<file path="config.mk">
export PLATFORM = sky130hd
export DESIGN_NAME = sdes_encrypt_block
export DESIGN_NICKNAME = d
export VERILOG_FILES = /design/src/hdl/sdes_pkg.sv /design/src/hdl/sdes_keysched.sv /design/src/hdl/sdes_round_cell.sv /design/src/hdl/sdes_encrypt_block.sv
export VERILOG_INCLUDE_DIRS = /design/src /design/src/hdl
export SDC_FILE = /design/constraint.sdc
export NUM_CORES = 1
export LEC_CHECK = 0
export BUFFER_PORTS_ARGS = -buffer_cell sky130_fd_sc_hd__buf_2
export CELL_PAD_IN_SITES_DETAIL_PLACEMENT = 0
export CELL_PAD_IN_SITES_GLOBAL_PLACEMENT = 1
export CORE_ASPECT_RATIO = 0.9
export CORE_MARGIN = 4
export CORE_UTILIZATION = 35
export CTS_BUF_LIST = sky130_fd_sc_hd__clkbuf_4
export DETAILED_ROUTE_END_ITERATION = 7
export PLACE_DENSITY_LB_ADDON = 0.1
export SLEW_MARGIN = 40
export SYNTH_ARGS = -nofsm -noshare
export SYNTH_HDL_FRONTEND = slang
export SYNTH_HIERARCHICAL = 1
export SYNTH_SLANG_ARGS = --single-unit
export TNS_END_PERCENT = 5
</file>
<file path="constraint.sdc">
create_clock -name aclk -period 1.7 [get_ports aclk]
set_input_delay 0.085 -clock aclk [delete_from_list [all_inputs] [get_ports aclk]]
set_output_delay 0.085 -clock aclk [all_outputs]
set_load 0.05 [all_outputs]
</file>
<file path="src/hdl/sdes_encrypt_block_defines.svh">
// Assertion macros for the S-DES encrypt block.
// Standalone; included by modules that carry concurrent checks.
`ifndef SDES_ENCRYPT_BLOCK_DEFINES_SVH
`define SDES_ENCRYPT_BLOCK_DEFINES_SVH

`ifndef SYNTHESIS
// Check a property on each rising clock edge, skipped while reset is low.
`define SDES_ASSERT(lbl, clk, rst_n, prop, msg) \
    lbl: assert property (@(posedge clk) disable iff (!rst_n) prop) else $error(msg);
// Check a property on each rising clock edge, reset included.
`define SDES_ASSERT_ALWAYS(lbl, clk, prop, msg) \
    lbl: assert property (@(posedge clk) prop) else $error(msg);
`else
`define SDES_ASSERT(lbl, clk, rst_n, prop, msg)
`define SDES_ASSERT_ALWAYS(lbl, clk, prop, msg)
`endif

`endif

</file>
<file path="src/hdl/sdes_pkg.sv">
// Shared types, permutation tables and round function for the S-DES block.
// No dependencies.
package sdes_pkg;

    typedef logic [2:0] tab8_idx_t [8];
    typedef logic [1:0] tab4_idx_t [4];
    typedef logic [3:0] tab10_idx_t [10];
    typedef logic [1:0] sbox_t [16];

    // Position 0 of every table is the most significant bit.
    localparam tab8_idx_t  TAB_IP    = '{3'd1, 3'd5, 3'd2, 3'd0, 3'd3, 3'd7, 3'd4, 3'd6};
    localparam tab8_idx_t  TAB_IPI   = '{3'd3, 3'd0, 3'd2, 3'd4, 3'd6, 3'd1, 3'd7, 3'd5};
    localparam logic [1:0] TAB_EP [8] = '{2'd3, 2'd0, 2'd1, 2'd2, 2'd1, 2'd2, 2'd3, 2'd0};
    localparam tab4_idx_t  TAB_P4    = '{2'd1, 2'd3, 2'd2, 2'd0};
    localparam tab10_idx_t TAB_P10   = '{4'd2, 4'd4, 4'd1, 4'd6, 4'd3, 4'd9, 4'd0, 4'd8,
                                         4'd7, 4'd5};
    localparam logic [3:0] TAB_P8 [8] = '{4'd5, 4'd2, 4'd6, 4'd3, 4'd7, 4'd4, 4'd9, 4'd8};

    localparam sbox_t SBOX0 = '{2'd1, 2'd0, 2'd3, 2'd2,
                                2'd3, 2'd2, 2'd1, 2'd0,
                                2'd0, 2'd2, 2'd1, 2'd3,
                                2'd3, 2'd1, 2'd3, 2'd2};
    localparam sbox_t SBOX1 = '{2'd0, 2'd1, 2'd2, 2'd3,
                                2'd2, 2'd0, 2'd1, 2'd3,
                                2'd3, 2'd0, 2'd1, 2'd0,
                                2'd2, 2'd1, 2'd0, 2'd3};

    // One word moving down the cell row.
    typedef struct packed {
        logic       valid;
        logic [7:0] data;
    } sdes_word_t;

    typedef struct packed {
        logic [7:0] k1;
        logic [7:0] k2;
    } sdes_subkeys_t;

    function automatic logic [7:0] ip(input logic [7:0] v);
        logic [7:0] r;
        for (int i = 0; i < 8; i++) r[7 - i] = v[3'(7 - TAB_IP[i])];
        return r;
    endfunction

    function automatic logic [7:0] ip_inv(input logic [7:0] v);
        logic [7:0] r;
        for (int i = 0; i < 8; i++) r[7 - i] = v[3'(7 - TAB_IPI[i])];
        return r;
    endfunction

    function automatic logic [7:0] ep(input logic [3:0] v);
        logic [7:0] r;
        for (int i = 0; i < 8; i++) r[7 - i] = v[2'(3 - TAB_EP[i])];
        return r;
    endfunction

    function automatic logic [3:0] p4(input logic [3:0] v);
        logic [3:0] r;
        for (int i = 0; i < 4; i++) r[3 - i] = v[2'(3 - TAB_P4[i])];
        return r;
    endfunction

    function automatic logic [9:0] p10(input logic [9:0] v);
        logic [9:0] r;
        for (int i = 0; i < 10; i++) r[9 - i] = v[4'(9 - TAB_P10[i])];
        return r;
    endfunction

    function automatic logic [7:0] p8(input logic [9:0] v);
        logic [7:0] r;
        for (int i = 0; i < 8; i++) r[7 - i] = v[4'(9 - TAB_P8[i])];
        return r;
    endfunction

    // Rotate each 5-bit half left by one.
    function automatic logic [9:0] rot_halves(input logic [9:0] k);
        return {k[8:5], k[9], k[3:0], k[4]};
    endfunction

    // One Feistel round: left half takes F(right, subkey), right half passes.
    function automatic logic [7:0] feistel(input logic [7:0] x, input logic [7:0] sk);
        logic [7:0] e;
        logic [3:0] idx0;
        logic [3:0] idx1;
        logic [3:0] sb;
        e    = ep(x[3:0]) ^ sk;
        idx0 = {e[7], e[4], e[6], e[5]};
        idx1 = {e[3], e[0], e[2], e[1]};
        sb   = {SBOX0[idx0], SBOX1[idx1]};
        return {x[7:4] ^ p4(sb), x[3:0]};
    endfunction

endpackage

</file>
<file path="src/hdl/sdes_keysched.sv">
// Subkey register for the S-DES block: derives K1 and K2 on each key write.
// Depends on sdes_pkg.
module sdes_keysched (
    input  logic                   aclk,
    input  logic                   aresetn,
    input  logic                   cfg_wr_en,
    input  logic [9:0]             cfg_wr_data,
    output sdes_pkg::sdes_subkeys_t subkeys
);

    sdes_pkg::sdes_subkeys_t subkeys_reg;
    sdes_pkg::sdes_subkeys_t subkeys_next;
    logic [9:0]              ka;
    logic [9:0]              kb;

    always_comb begin
        ka              = sdes_pkg::rot_halves(sdes_pkg::p10(cfg_wr_data));
        kb              = sdes_pkg::rot_halves(sdes_pkg::rot_halves(ka));
        subkeys_next.k1 = sdes_pkg::p8(ka);
        subkeys_next.k2 = sdes_pkg::p8(kb);
    end

    // Key of zero gives all-zero subkeys, so reset clears them.
    always_ff @(posedge aclk) begin
        if (!aresetn) begin
            subkeys_reg <= '0;
        end else if (cfg_wr_en) begin
            subkeys_reg <= subkeys_next;
        end
    end

    assign subkeys = subkeys_reg;

endmodule

</file>
<file path="src/hdl/sdes_round_cell.sv">
// One round cell of the S-DES row: a Feistel round into a held word register.
// Depends on sdes_pkg and sdes_encrypt_block_defines.svh.
`include "sdes_encrypt_block_defines.svh"

module sdes_round_cell (
    input  logic                aclk,
    input  logic                aresetn,
    input  sdes_pkg::sdes_word_t up_word,
    output logic                up_ready,
    input  logic [7:0]          subkey,
    output sdes_pkg::sdes_word_t down_word,
    input  logic                down_ready
);

    logic       valid_reg;
    logic       valid_next;
    logic [7:0] data_reg;

    // Take a new word when empty or when the held word leaves this cycle.
    assign up_ready   = !valid_reg || down_ready;
    assign valid_next = up_ready ? up_word.valid : valid_reg;

    always_ff @(posedge aclk) begin
        if (!aresetn) begin
            valid_reg <= 1'b0;
        end else begin
            valid_reg <= valid_next;
        end
    end

    always_ff @(posedge aclk) begin
        if (up_ready && up_word.valid) begin
            data_reg <= sdes_pkg::feistel(up_word.data, subkey);
        end
    end

    assign down_word.valid = valid_reg;
    assign down_word.data  = data_reg;

    `SDES_ASSERT(a_hold_on_stall, aclk, aresetn, valid_reg && !down_ready |=> valid_reg && $stable(data_reg), "round cell dropped or changed a stalled word")
    `SDES_ASSERT(a_ready_when_empty, aclk, aresetn, !valid_reg |-> up_ready, "round cell empty but not ready")
    `SDES_ASSERT_ALWAYS(a_empty_after_reset, aclk, !aresetn |=> !valid_reg, "round cell holds a word after reset")

endmodule

</file>
<file path="src/hdl/sdes_encrypt_block.sv">
// Top level of the S-DES encrypt block: key schedule and a row of two round cells.
// Depends on sdes_pkg, sdes_keysched and sdes_round_cell.
//
//   port group   dir  payload                              role
//   s_*          in   tdata[7:0] = plaintext               plaintext words
//   m_*          out  tdata[7:0] = ciphertext             ciphertext words
//   cfg_*        in   cfg_wr_data[9:0] = cipher_key        key write, no read-back
//
// Words are registered in round cell 1, then in round cell 2, which drives
// m_tvalid. The row takes one word every cycle while s_tready is high; rate is
// set by the round cells each holding one word. A stall on m_tready holds the
// last cell and backs up the row one cell at a time; s_tready drops only when
// both cells are full and the output stalls. aresetn is synchronous and active
// low; it empties both cells and sets the subkeys to those of an all-zero
// key. A key write takes effect for the word accepted in the next cycle.
module sdes_encrypt_block (
    input  logic       aclk,
    input  logic       aresetn,
    input  logic       s_tvalid,
    output logic       s_tready,
    input  logic [7:0] s_tdata,      // [7:0] plaintext
    output logic       m_tvalid,
    input  logic       m_tready,
    output logic [7:0] m_tdata,      // [7:0] ciphertext
    input  logic       cfg_wr_en,
    input  logic [9:0] cfg_wr_data   // [9:0] cipher_key
);

    sdes_pkg::sdes_subkeys_t subkeys;
    sdes_pkg::sdes_word_t    word_in;
    sdes_pkg::sdes_word_t    word_r1;
    sdes_pkg::sdes_word_t    word_r1_swap;
    sdes_pkg::sdes_word_t    word_r2;
    logic                    ready_r2;

    sdes_keysched u_keysched (
        .aclk        (aclk),
        .aresetn     (aresetn),
        .cfg_wr_en   (cfg_wr_en),
        .cfg_wr_data (cfg_wr_data),
        .subkeys     (subkeys)
    );

    // Initial permutation is wiring ahead of the first cell.
    assign word_in.valid = s_tvalid;
    assign word_in.data  = sdes_pkg::ip(s_tdata);

    sdes_round_cell u_round1 (
        .aclk       (aclk),
        .aresetn    (aresetn),
        .up_word    (word_in),
        .up_ready   (s_tready),
        .subkey     (subkeys.k1),
        .down_word  (word_r1),
        .down_ready (ready_r2)
    );

    // Swap halves between the two rounds.
    assign word_r1_swap.valid = word_r1.valid;
    assign word_r1_swap.data  = {word_r1.data[3:0], word_r1.data[7:4]};

    sdes_round_cell u_round2 (
        .aclk       (aclk),
        .aresetn    (aresetn),
        .up_word    (word_r1_swap),
        .up_ready   (ready_r2),
        .subkey     (subkeys.k2),
        .down_word  (word_r2),
        .down_ready (m_tready)
    );

    // Inverse initial permutation is wiring behind the last cell's register.
    assign m_tvalid = word_r2.valid;
    assign m_tdata  = sdes_pkg::ip_inv(word_r2.data);

endmodule

</file>
==> run_results.csv <==
group,metric,value,unit
synth,syn_area,1490,um2
synth,yosysTopAreaCell,"edfxtp_1",
synth,synth_cell_type_count,23,
timing,worst_pin_slew,0.4419,ns
route,drcViolationCount,0,
synth,ys_ff_latch,28,
placement,place_area,1639,um2
critical_path,cp.arrival,1.70,ns
final_layout,nets,180,
cts,cts.root.buffer_cell,"clkbuf_4",
cts,clkTransAtPathRegs,0.16,ns
global_routing,grt_start_max_net_pins,16,
global_routing,overflow,0,
synth,synth.area.top_cells,"edfxtp_1 (32%), dfxtp_1 (16%), xnor2_1 (8.2%), mux2i_1 (8.1%), xnor2_2 (6.5%)",
final_layout,drive_gt1_share,30.52,%
synth,synth_area_per_cell,12.32,um2
global_routing,grt_usage,10.57,%
placement,dp_hpwl,2238,um
global_routing,grt_first_pass_wirelength,4429,um
run,drv_cap,0,
timing,setup-tns-final,0,ns
route,wirelength,2768,um
cts,h-tree-depth,1,
cts,hold_buffers,5,
floorplanning,die_x,76.78,um
placement,portBuffers,32,
synth,synth-main-ff-cell,"edfxtp_1",
global_routing,antenna_found_initial,0,
cts,cts_resized,0,
hold_path,min_from,"cfg_wr_data[5]",
route,drt-initial-drc-count,20,
floorplanning,rows,22,
synth,synthCells,121,
global_routing,grt_pass1_vias,936,
critical_path,cp_slowest_cell,"edfxtp_1",
timing,report.final.hold_viol_count,0,
cts,cts_tree,"done",
critical_path,crit_chain,"xnor2_2, nor3b_2, a211oi_2, a21oi_2, xnor2_1",
cts,postCtsSetupBuffers,0,
route,vias,926,
synth,postSynthNetCount,146,
timing,maxSlewViolCount,0,
timing,fin_crit_sh,93.32,%
floorplanning,fp.coreArea,4101,um2
timing,setup_violations,0,
floorplanning,dieArea,5367,um2
pwr,power_leakage,0.6913,nW
synth,yosysMostFrequentCell,"edfxtp_1",
final_layout,final_area,1725,um2
critical_path,crit_start,"u_round1/data_reg[5]$_DFFE_PP_",
synth,yosys.area.top_type_share,32.24,%
timing,rsz0062_at_grt,"false",
hold_path,hp-class,"in2reg",
cts,clockBufferDepth,2,
cts,clock_latency,0.33,ns
cts,cts.sinks,28,
floorplanning,die_h,69.90,um
placement,gp_congestion,0.7081,
run_status,status,"finished, final reports clean",
timing,layout_min_cycle_time,1.586,ns
synth,ys_seq_area_share,48.36,%
final_layout,largest_reg_flops,10,
final_layout,area_growth,15.78,%
synth,yosys_warnings,6,
critical_path,worstSetupPathType,"reg2reg",
final_layout,diodes,0,
pwr,ir_drop,0.3311,mV
critical_path,cp_data_required_time,1.81,ns
synth,synthArstFlopShare,0,%
critical_path,worstSetupEndpointType,"flip-flop",
route,vias_per_cell,4.584,
pwr,cellPowerDensity,950.9,nW/um2
route,ant_nets,0,
critical_path,max_stage_delay,0.51,ns
cts,numCtsBuffers,3,
final_layout,n_fill_cell,409,
timing,fmax,630.3,MHz
floorplanning,initial_core_util,36.33,%
timing,holdWs,0.01860,ns
synth,synth_edf_count,16,
synth,synthTopCellsByCount,"edfxtp_1 (16), xnor2_1 (14), dfxtp_1 (12), mux2i_1 (12), nor2b_1 (10)",
timing,finalWorstSetupSlack,0.1135,ns
route,wl_per_cell,13.70,um
critical_path,crit_fanout,5,
critical_path,cp-start-kind,"flip-flop",
placement,place_ws,0.1115,ns
route,drtPass1Iterations,4,
critical_path,worstReg2RegStart,"u_round1/data_reg[5]$_DFFE_PP_",
floorplanning,ios,33,
timing,slew_headroom,70.33,%
timing,finClkSkew,0.01975,ns
-- final timing paths --
check	to	slack (ns)	cells after the start
worst max-delay path	u_round2/data_reg[4]$_DFFE_PP_	0.11	5
worst min-delay path	u_keysched/subkeys[4]$_SDFFE_PN0P_	0.02	3
worst max register to register	u_round2/data_reg[4]$_DFFE_PP_	0.11	5
worst min register to register	u_round2/valid_reg$_SDFFE_PN0P_	0.49	2
-- final cells by class --
cell class | instances | area (um2) | area share (%)
well taps | 48 | 60.06 | 3.481
inverters | 2 | 7.507 | 0.4351
flip-flops and latches | 28 | 720.7 | 41.77
repair buffers | 38 | 220.2 | 12.76
multi-input cells | 82 | 690.7 | 40.03
clock buffers | 3 | 22.52 | 1.305
clock inverters | 1 | 3.754 | 0.2175
-- critical path, delay by kind of cell (launching register included) --
kind	cells	cell delay, ns
flip-flops	1	0.51
XOR/XNOR	2	0.46
AND/OR/NAND/NOR	1	0.10
AO/OA/AOI/OAI	2	0.31
-- kinds of logic (layout without fill, tap and decap cells) --
family                   count (synthesis)  in the layout  share of synthesized area (%)
XOR/XNOR                                28             28                          19.48
flip-flops                              28             28                          48.36
AND/OR/NAND/NOR                         28             28                          11.08
AO/OA/AOI/OAI                           12             12                          6.045
multiplexers                            12             12                          8.061
buffers and inverters                   11             44                          5.290
adder cells (fa/ha/maj)                  2              2                          1.679
-- stage by stage --
stage               utilization [%]  power [mW]  cells
CTS                           41.82       1.664    201
finish                        42.07       1.641    202
global route                  42.07       1.745    202
detailed placement            39.96       1.377    192
global placement              39.96       1.361    192
floorplan                         -       1.274    121
-- layout by cell type, fill, tap and decap left out, drive strengths merged --
cell          n
buf          32
xnor2        20
edfxtp       16
mux2i        12
dfxtp        12
nor2b        10
xor2          8
dlygate4sd3   6
nand2b        4
nand2         4
nor2          4
o21ai         4
clkbuf        3
nor3b         2
a211oi        2
a21oi         2
nand3         2
and2          2
o22ai         2
inv           2
a21boi        2
ha            2
clkinv        1
-- metal layers --
| layer | part of all wire [%] | up-vias | GRT usage [%] |
|---|---|---|---|
| met4 | 0.51 | 0 | 2.414 |
| met3 | 5.2 | 2 | 3.479 |
| li1 | - | 470 | - |
| met2 | 50 | 23 | 18.67 |
| met5 | 0 | - | 0 |
| met1 | 44 | 431 | 12.36 |
-- power by group --
group          total (mW)  switching, mW  internal (mW)
Combinational       0.512          0.288          0.224
Sequential          0.852         0.0493          0.803
Clock               0.276          0.190         0.0861
Power figures use the tool's default switching activity.
